## src/hw/rtl/bba_pkg.sv

```systemverilog
`default_nettype none
package bba_pkg;
  localparam int unsigned OrderW = 3;
  localparam int unsigned SizeW  = 16;
  localparam int unsigned CountW = 7;
  localparam logic OpAlloc = 1'b0;
  localparam logic OpQuery = 1'b1;
  localparam logic StOk    = 1'b0;
  localparam logic StNoSpc = 1'b1;
endpackage
`default_nettype wire

```

## src/hw/rtl/buddy_block_allocator.sv

```systemverilog
`default_nettype none
// Allocate-only buddy allocator over an address-ordered block list kept in one
// single-port-read synchronous RAM (order and owner per entry). Each entry read
// passes a read and a check state, each entry moved a read and a write state:
// allocate scans the list twice (first exact fit, then first larger free
// block), then each split shifts the tail of the list up by one entry; a
// query emits one result per block, reading the next entry only once the
// previous result has been taken. Writing total_order resets the list;
// entries past the list length are never read.
module buddy_block_allocator
  import bba_pkg::*;
#(
  parameter int unsigned MAX_ORDER  = 6,
  parameter int unsigned MAX_BLOCKS = 64,
  parameter int unsigned ID_WIDTH   = 16
) (
  input  wire logic                clk_i,
  input  wire logic                rst_ni,
  input  wire logic                cfg_valid,
  output logic                     cfg_ready,
  input  wire logic [OrderW-1:0]   cfg_total_order_i,
  input  wire logic                in_valid,
  output logic                     in_stall,
  input  wire logic                operation_i,
  input  wire logic [ID_WIDTH-1:0] owner_id_i,
  input  wire logic [SizeW-1:0]    request_size_i,
  output logic                     out_valid,
  input  wire logic                out_stall,
  output logic                     status_o,
  output logic [CountW-1:0]        block_count_o,
  output logic [ID_WIDTH-1:0]      block_owner_o,
  output logic                     is_last_o
);
  localparam int unsigned AW = $clog2(MAX_BLOCKS);
  localparam int unsigned EW = OrderW + ID_WIDTH;
  localparam int unsigned IW = AW + 1;

  typedef enum logic [3:0] {
    S_IDLE, S_RD1, S_CK1, S_RD2, S_CK2, S_SPL, S_SRD, S_SWR, S_HALF, S_QRD, S_QCK,
    S_OUT
  } state_e;

  state_e            state_q;
  logic [IW-1:0]     len_q, idx_q, p_q;
  logic [OrderW-1:0] k_q, pord_q;
  logic [ID_WIDTH-1:0] own_q;
  logic              qry_q;
  logic [OrderW-1:0] order0_q;

  logic              we;
  logic [AW-1:0]     waddr, raddr;
  logic [EW-1:0]     wdata, rdata;
  logic [OrderW-1:0] r_ord;
  logic [ID_WIDTH-1:0] r_own;

  bba_mem #(.Depth(MAX_BLOCKS), .Width(EW)) u_mem (
    .clk_i, .we_i(we), .waddr_i(waddr), .wdata_i(wdata), .raddr_i(raddr),
    .rdata_o(rdata)
  );
  assign {r_ord, r_own} = rdata;

  // entry 0 lives in flops image via forwarding flag: list reset sets this
  logic init_q;  // entry 0 not yet written since list reset
  logic [EW-1:0] e_rd;
  logic          rd0_q;
  assign e_rd = (rd0_q && init_q) ? {order0_q, {ID_WIDTH{1'b0}}} : rdata;
  logic [OrderW-1:0] e_ord;
  logic [ID_WIDTH-1:0] e_own;
  assign {e_ord, e_own} = e_rd;

  // size to order: smallest k with 2^k >= size
  logic [4:0] kreq;
  always_comb begin
    kreq = 5'd16;
    for (int j = 16; j >= 0; j--) begin
      if ((17'(1) << j) >= {1'b0, request_size_i}) kreq = 5'(j);
    end
  end

  logic [IW-1:0] last_idx;
  assign last_idx = len_q - IW'(1);
  logic [OrderW-1:0] total_sat;
  assign total_sat = (32'(cfg_total_order_i) > MAX_ORDER) ? OrderW'(MAX_ORDER)
                                                          : cfg_total_order_i;

  assign cfg_ready = (state_q == S_IDLE);
  // hold the input outside idle and while a configuration write takes the idle cycle
  assign in_stall  = (state_q != S_IDLE) || cfg_valid;

  always_comb begin
    we = 1'b0;
    waddr = idx_q[AW-1:0];
    wdata = {r_ord, r_own};
    raddr = idx_q[AW-1:0];
    case (state_q)
      S_CK1: begin
        we = (e_own == '0) && (e_ord == k_q);
        wdata = {k_q, own_q};
      end
      S_SRD: raddr = AW'(idx_q - IW'(1));
      // move entry idx-1, read in S_SRD, up to idx
      S_SWR: begin
        we = 1'b1;
        wdata = e_rd;
      end
      S_HALF: begin
        we = 1'b1;
        waddr = AW'(p_q + IW'(1));
        wdata = {pord_q - OrderW'(1), {ID_WIDTH{1'b0}}};
      end
      S_SPL: begin
        we = (pord_q == k_q);
        waddr = p_q[AW-1:0];
        wdata = {pord_q, own_q};
      end
      default: ;
    endcase
  end

  always_ff @(posedge clk_i or negedge rst_ni) begin
    if (!rst_ni) begin
      state_q <= S_IDLE;
      len_q <= IW'(1);
      idx_q <= '0;
      p_q <= '0;
      k_q <= '0;
      pord_q <= '0;
      own_q <= '0;
      qry_q <= 1'b0;
      order0_q <= OrderW'((MAX_ORDER < 6) ? MAX_ORDER : 6);
      init_q <= 1'b1;
      rd0_q <= 1'b0;
      out_valid <= 1'b0;
      status_o <= StOk;
      block_count_o <= '0;
      block_owner_o <= '0;
      is_last_o <= 1'b0;
    end else begin
      rd0_q <= (raddr == '0);
      if (we && waddr == '0) init_q <= 1'b0;
      case (state_q)
        S_IDLE: begin
          if (cfg_valid) begin
            order0_q <= total_sat;
            init_q <= 1'b1;
            len_q <= IW'(1);
          end else if (in_valid) begin
            idx_q <= '0;
            own_q <= owner_id_i;
            k_q <= OrderW'(kreq);
            qry_q <= (operation_i == OpQuery);
            if (operation_i == OpQuery) state_q <= S_QRD;
            else if (32'(kreq) > MAX_ORDER) begin
              status_o <= StNoSpc;
              block_count_o <= CountW'(len_q);
              block_owner_o <= '0;
              is_last_o <= 1'b1;
              out_valid <= 1'b1;
              state_q <= S_OUT;
            end else state_q <= S_RD1;
          end
        end
        S_RD1: state_q <= S_CK1;
        S_CK1: begin
          if (we) begin
            status_o <= StOk;
            block_count_o <= CountW'(len_q);
            block_owner_o <= '0;
            is_last_o <= 1'b1;
            out_valid <= 1'b1;
            state_q <= S_OUT;
          end else if (idx_q == last_idx) begin
            idx_q <= '0;
            state_q <= S_RD2;
          end else begin
            idx_q <= idx_q + IW'(1);
            state_q <= S_RD1;
          end
        end
        S_RD2: state_q <= S_CK2;
        S_CK2: begin
          if (e_own == '0 && e_ord >= k_q) begin
            p_q <= idx_q;
            pord_q <= e_ord;
            if (32'(len_q) + 32'(e_ord - k_q) > MAX_BLOCKS) begin
              status_o <= StNoSpc;
              block_count_o <= CountW'(len_q);
              block_owner_o <= '0;
              is_last_o <= 1'b1;
              out_valid <= 1'b1;
              state_q <= S_OUT;
            end else state_q <= S_SPL;
          end else if (idx_q == last_idx) begin
            status_o <= StNoSpc;
            block_count_o <= CountW'(len_q);
            block_owner_o <= '0;
            is_last_o <= 1'b1;
            out_valid <= 1'b1;
            state_q <= S_OUT;
          end else begin
            idx_q <= idx_q + IW'(1);
            state_q <= S_RD2;
          end
        end
        S_SPL: begin
          if (pord_q == k_q) begin
            status_o <= StOk;
            block_count_o <= CountW'(len_q);
            block_owner_o <= '0;
            is_last_o <= 1'b1;
            out_valid <= 1'b1;
            state_q <= S_OUT;
          end else begin
            idx_q <= len_q;
            state_q <= (len_q > p_q + IW'(1)) ? S_SRD : S_HALF;
          end
        end
        S_SRD: state_q <= S_SWR;
        // move entry idx-1 up to idx
        S_SWR: begin
          idx_q <= idx_q - IW'(1);
          state_q <= (idx_q - IW'(1) > p_q + IW'(1)) ? S_SRD : S_HALF;
        end
        S_HALF: begin
          pord_q <= pord_q - OrderW'(1);
          len_q <= len_q + IW'(1);
          state_q <= S_SPL;
        end
        S_QRD: state_q <= S_QCK;
        S_QCK: begin
          status_o <= StOk;
          block_count_o <= CountW'(len_q);
          block_owner_o <= e_own;
          is_last_o <= (idx_q == last_idx);
          out_valid <= 1'b1;
          state_q <= S_OUT;
        end
        S_OUT: begin
          if (!out_stall) begin
            out_valid <= 1'b0;
            if (qry_q && !is_last_o) begin
              idx_q <= idx_q + IW'(1);
              state_q <= S_QRD;
            end else state_q <= S_IDLE;
          end
        end
        default: state_q <= S_IDLE;
      endcase
    end
  end

`ifndef SYNTHESIS
  a_len_range: assert property (@(posedge clk_i) disable iff (!rst_ni)
    (len_q >= IW'(1)) && (32'(len_q) <= MAX_BLOCKS)) else $error("list length");
  a_out_only_in_out: assert property (@(posedge clk_i) disable iff (!rst_ni)
    out_valid |-> state_q == S_OUT) else $error("out_valid outside output state");
  a_len_grow: assert property (@(posedge clk_i) disable iff (!rst_ni)
    (state_q == S_HALF) |=> len_q == $past(len_q) + IW'(1)) else $error("split");
  a_alloc_single: assert property (@(posedge clk_i) disable iff (!rst_ni)
    (out_valid && !qry_q) |-> is_last_o) else $error("alloc result not last");
`endif
endmodule
`default_nettype wire

```

## src/hw/rtl/bba_mem.sv

```systemverilog
`default_nettype none
module bba_mem #(
  parameter int unsigned Depth = 64,
  parameter int unsigned Width = 19
) (
  input  wire logic                     clk_i,
  input  wire logic                     we_i,
  input  wire logic [$clog2(Depth)-1:0] waddr_i,
  input  wire logic [Width-1:0]         wdata_i,
  input  wire logic [$clog2(Depth)-1:0] raddr_i,
  output logic      [Width-1:0]         rdata_o
);
  logic [Width-1:0] mem_q [Depth];
  always_ff @(posedge clk_i) begin
    if (we_i) mem_q[waddr_i] <= wdata_i;
    rdata_o <= mem_q[raddr_i];
  end
endmodule
`default_nettype wire
```

## config.mk

```make
export PLATFORM = sky130hd
export DESIGN_NAME = buddy_block_allocator
export DESIGN_NICKNAME = d
export VERILOG_FILES = /design/src/hw/rtl/bba_pkg.sv /design/src/hw/rtl/buddy_block_allocator.sv /design/src/hw/rtl/bba_mem.sv
export SDC_FILE = /design/constraint.sdc
export NUM_CORES = 2
export LEC_CHECK = 0
export BUFFER_PORTS_ARGS = -buffer_cell sky130_fd_sc_hd__buf_2
export CAP_MARGIN = 40
export CORE_MARGIN = 2
export CORE_UTILIZATION = 29
export DETAILED_ROUTE_END_ITERATION = 16
export MAX_ROUTING_LAYER = met4
export PLACE_DENSITY = 0.4
export SLEW_MARGIN = 15
export SYNTH_ARGS = -nofsm -noshare
export SYNTH_HDL_FRONTEND = slang
export SYNTH_SLANG_ARGS = --single-unit
```

## constraint.sdc

```tcl
create_clock -name clk_i -period 15 [get_ports clk_i]
set_clock_uncertainty 0.15 [all_clocks]
set_input_delay 2.25 -clock clk_i [delete_from_list [all_inputs] [get_ports clk_i]]
set_output_delay 2.25 -clock clk_i [all_outputs]
set_load 0.02 [all_outputs]
```

; ---- Word level (Yosys, flattened, before mapping)
; Memories as Yosys holds them, arrays and structs flattened. A register that Yosys moved wholly into a read port is not among the register bits.
; Cells that the tools add are included.
[classes]
addsub = 8
n_reduce_logical = 27
shift = 0
bitwise = 1
eq_ne = 30
magnitude_cmp = 22
n_mul = 0
div = 0
muxes = 91
[op_table]
columns = cell, n
row1 = 2-to-1 mux 16 bit, 9
row2 = 2-to-1 mux 7 bit, 19
row3 = 2-to-1 mux 5 bit, 16
row4 = case mux 16 bit (5 select lines), 1
row5 = case mux 19 bit (4 select lines), 1
row6 = 2-to-1 mux 4 bit, 13
row7 = case mux 4 bit (12 select lines), 1
row8 = case mux 7 bit (6 select lines), 1
row9 = case mux 7 bit (5 select lines), 1
row10 = "> comparator 32 x 7 -> 1 bit, second input constant", 1
row11 = "inequality test 2 bit, second input constant", 12
row12 = "adder 7 x 1 -> 7 bit, second input constant", 3
row13 = 2-to-1 mux 19 bit, 1
row14 = AND reduction 9 bit, 2
row15 = 2-to-1 mux 1 bit, 17
row16 = "equality test 4 x 3 -> 1 bit, second input constant", 4
row17 = "equality test 4 bit, second input constant", 4
row18 = "greater-or-equal comparator 1 x 16 -> 1 bit, first input constant", 1
row19 = "greater-or-equal comparator 10 x 16 -> 1 bit, first input constant", 1
row20 = "greater-or-equal comparator 11 x 16 -> 1 bit, first input constant", 1
row21 = "greater-or-equal comparator 12 x 16 -> 1 bit, first input constant", 1
row22 = "greater-or-equal comparator 13 x 16 -> 1 bit, first input constant", 1
row23 = "greater-or-equal comparator 14 x 16 -> 1 bit, first input constant", 1
row24 = "greater-or-equal comparator 15 x 16 -> 1 bit, first input constant", 1
row25 = 47 further kinds, 66
[totals]
register_bits = 79
mem_bits_rw = 1216
memories = 1
in_bits = 41
latch_bits = 0
romBits = 0
[memory_table]
columns = memory, depth, word_bits, rd, rd_ports_with_merged_regs, wr, line_no
row1 = u_mem.mem_q, 64, 19, 1, 1, 1, bba_mem.sv:13  ; logic [Width-1:0] mem_q [Depth];

; ---- Depth between registers and ports, before layout
[depth]
depth_word = 23
ltp_mapped = 16
mapped_depth_nobuf = 14

; ---- Modules after synthesis
; Synthesis repeated with hierarchy kept, for this count alone.
[hier_totals]
hier_cells = 2846
hier_area_um2 = 52878.2
[by_module_without_submodules]
columns = module, area_per_inst_um2, cells_each, instances
row1 = bba_mem, 47107.7, 2159, 1
row2 = buddy_block_allocator, 5770.5, 687, 1

; ---- Worst setup path before layout
; OpenSTA, ideal clock, no wires.
[synth_timing]
kind = flip-flop to flip-flop
start = register state_q[2]
end = memory u_mem.mem_q[0][16], data pin
n_path_buf = 2
path_stages_with_launch = 9
path_slack_ns = 9.828
setup_ns = 0.702
required_ns = 14.148
synth_period_minus_slack_ns = 5.172
arrival_time_ns = 4.320
cell_sequence = dfrtp_1 -> or4b_2 -> clkbuf_1 -> buf_2 -> nor2_1 -> nor2_1 -> o22ai_1 -> a21oi_1 -> o21ai_0
[synth_via]
elab_chain_len = 2
[synth_lines]
columns = element, line_no
row1 = start: declaration, buddy_block_allocator.sv:43  ; state_e state_q;
row2 = start signal: assignment, buddy_block_allocator.sv:215  ; state_q <= (len_q > p_q + IW'(1)) ? S_SRD : S_HALF;
row3 = start signal: assignment, buddy_block_allocator.sv:222  ; state_q <= (idx_q - IW'(1) > p_q + IW'(1)) ? S_SRD : S_HALF;
row4 = equality test 4 x 3 -> 1 bit (tied with other cells), buddy_block_allocator.sv:95  ; case (state_q)
row5 = case mux 19 bit (4 select lines) (*), buddy_block_allocator.sv:95
row6 = net u_mem.wdata_i[16], bba_mem.sv:9  ; input wire logic [Width-1:0] wdata_i,
row7 = end: declaration, bba_mem.sv:13
; Mark *: on every way through the listed nets, which the timed path passes. The rest lies on a longest branch.

; ---- Worst setup path after layout
[layout_timing]
start = register idx_q[0]
end = register u_mem.rdata_o[11] (read register of u_mem.mem_q)
[layout_via]
elab_chain_len = 2
[layout_lines]
columns = element, line_no
row1 = start: declaration, buddy_block_allocator.sv:44  ; logic [IW-1:0] len_q, idx_q, p_q;
row2 = start signal: assignment, buddy_block_allocator.sv:176  ; idx_q <= idx_q + IW'(1);
row3 = start signal: assignment, buddy_block_allocator.sv:201  ; idx_q <= idx_q + IW'(1);
row4 = start signal: assignment, buddy_block_allocator.sv:214  ; idx_q <= len_q;
row5 = subtractor 7 x 1 -> 7 bit, n/a
row6 = 2-to-1 mux 6 bit (*), buddy_block_allocator.sv:95
row7 = end: declaration, bba_mem.sv:11  ; output logic [Width-1:0] rdata_o
; Mark *: on every way between the ends. The rest lies on a longest branch, timed or not.
; A chain may end at the register's enable or synchronous reset.

==> impl_metrics.ini <==
[run_status]
status = complete, no violations

[floorplanning]
dieWidth_um = 450
core_area_sq_mm = 0.197
start_util = 0.292
fp-row-count = 163
dieArea_sq_mm = 0.202
die_height_um = 450
io_pins = 69

[power]
power_density_mw_per_mm2 = 237
peakVddDrop_mv = 0.241
leakagePower_nw = 21.8

[clock_tree]
cts_resized = 0
clock_latency_ps = 800
cts-root-buf = clkbuf_16
cts_tree = built
post_cts_buffers = 0
numCtsBuffers = 156
clk_path_buf_depth = 3
numClockSinks = 1314
hold_buffers = 0
clkTransAtPathRegs_ps = 60
htreeDepth = 4

[cells_and_area]
mostFrequentLayoutCells = edfxtp_1, nand3_1, o22ai_1
final_area_sq_mm = 0.0677
final_common_cell = edfxtp_1
drive_gt1_frac = 0.145
final_cells = 6952
syn2layout_area_growth_pct = 17.6
fin_nets = 4253

[global_routing]
grt_max_degree = 114
antenna_found_initial = 8
grt_pass1_vias = 38011
grt_pass1_wl_mm = 301
track_usage = 0.212
overflow = 0

[critical_path]
endpoint_kind = flop
cp.required_ps = 15580
crit_type = reg -> reg
cp.arrival_ps = 6220
cp_max_fo = 57
startpoint_type = flop

[synth]
synth_area_sq_mm = 0.0576
synth-seq-cells = 1314
avgSynthCellArea_sq_um = 14.0
synth_fp_nets = 4188
yosys_warnings = 0
ys_async_sr_fraction = 0.0601
synth_cell_types = 84
synth-main-ff-cell = edfxtp_1
netlist_instances = 4113
seq_area_frac_synth = 0.675
synth-edff-count = 1216

[sta]
worstMarginPinSlew_ps = 1110
min_period_over_period = 0.376
maxSlewViolCount = 0
max_freq_ghz = 0.177
setup_tns_ps = 0
final.setup.worst_slack_ps = 9360
finalSetupViolations = 0
max_slew_margin = 0.262
final.min_clock_period_ps = 5640
grt_setup_unrepaired = false
hold_viol_final = 0

[place]
hpwl_mm = 129
pre_cts_ws_ps = 9190
gp_congestion = 0.797
io_buffers = 68
dp_cells = 6652
post_dp_cell_area_sq_mm = 0.0626

[drt]
first_pass_iters = 5
drt_iter0_drc = 4327
totalWireLength_mm = 214
wire_per_inst_um = 30.8
drc = 0
dr_total_vias = 39434
drt-vias-per-instance = 5.67
drtAntennaViolNets = 0

[worst_hold_path]
hold_class = reg -> reg

[run]
drv_cap = 0
-- power breakdown --
part           internal (mW)  switching, mW  leakage, nW  total (mW)
Sequential              5.04          0.258         12.2        5.30
Clock                   2.12           1.56         2.38        3.68
Combinational           2.13           4.95         7.20        7.08
-- area by class of cell --
type	count	area [sq um]
diodes	3	7.51
clock buffers	220	4300
clock inverters	69	594
fillers	19158	130000
inverters	29	116
multi-input cells	2415	17700
flip-flops and latches	1314	38900
well taps	2640	3300
repair buffers	262	2800
-- cell usage after synthesis, types with 33 or more instances --
master | instances | area [sq um]
o21ai_0 | 44 | 220
o2111ai_1 | 155 | 1360
buf_1 | 37 | 139
nand3_1 | 325 | 1630
mux2i_1 | 309 | 3090
nor2_1 | 269 | 1010
o22ai_1 | 310 | 1940
buf_2 | 58 | 290
dfrtp_1 | 75 | 1880
a22oi_1 | 82 | 616
clkbuf_1 | 258 | 968
o21a_1 | 156 | 1170
o221ai_1 | 309 | 2710
nand2_1 | 90 | 338
edfxtp_1 | 1216 | 36500
a22o_1 | 33 | 289
-- worst max-delay path, stage by stage, from the launching register on --
cell and delay (ps):
dfrtp_4 890, inv_8 360, ha_4 790, inv_1 240, nand2_4 480, buf_4 480
buf_4 560, buf_4 570, o221ai_1 180, o21a_1 150, o22ai_1 130, a22oi_1 250
nand4_1 190
-- worst paths after layout --
kind,start,to,slack (ps),cells after the start
min in group asynchronous,rst_ni,out_valid,1260,1
setup / recovery,idx_q[0],u_mem.rdata_o[11],9360,12
hold reg to reg,qry_q,qry_q,340,2
hold / removal,qry_q,qry_q,340,2
setup reg to reg,idx_q[0],u_mem.rdata_o[11],9360,12
max in group asynchronous,rst_ni,block_owner_o[0],12420,2
-- flip-flops by register name (all words and copies together) (netlist names) --
name,cells
rd0_q,1
qry_q,1
p_q,7
k_q,3
init_q,1
own_q,16
len_q,7
u_mem.mem_q,1216
idx_q,7
pord_q,3
state_q,4
out_valid,1
u_mem.rdata_o,19
status_o,1
block_count_o,7
is_last_o,1
block_owner_o,16
order0_q,3
-- cells by family (layout without fill, tap and decap cells) --
logic type	count (synthesis)	after routing	share of synthesized area
mux	338	338	0.0594
compound gates	1197	1197	0.158
buf+inv	384	580	0.0266
xor+xnor	30	30	0.00469
fa+ha+maj	34	34	0.00778
flops	1314	1314	0.675
other cells	0	3	0
simple gates	816	816	0.0680
-- per-stage QoR --
step                power, mW  hold WS (ps)  utilization
global placement         12.2           312        0.311
CTS                      16.1           341        0.342
detailed placement       12.4           327        0.317
finish                   16.1           338        0.343
global route             16.8           364        0.343
floorplan                9.27           292            -
-- per-layer routing --
| metal | GRT usage | part of all wire | vias to the layer above | wire (um) |
|---|---|---|---|---|
| met1 | 0.294 | 0.46 | 20869 | 98700 |
| met5 | - | 0 | - | 0 |
| met2 | 0.333 | 0.47 | 1200 | 101000 |
| met4 | 0.0467 | 0.019 | 0 | 3980 |
| met3 | 0.0276 | 0.050 | 238 | 10700 |
| li1 | - | - | 17127 | - |
No activity file was read; power rests on OpenSTA's default activity.
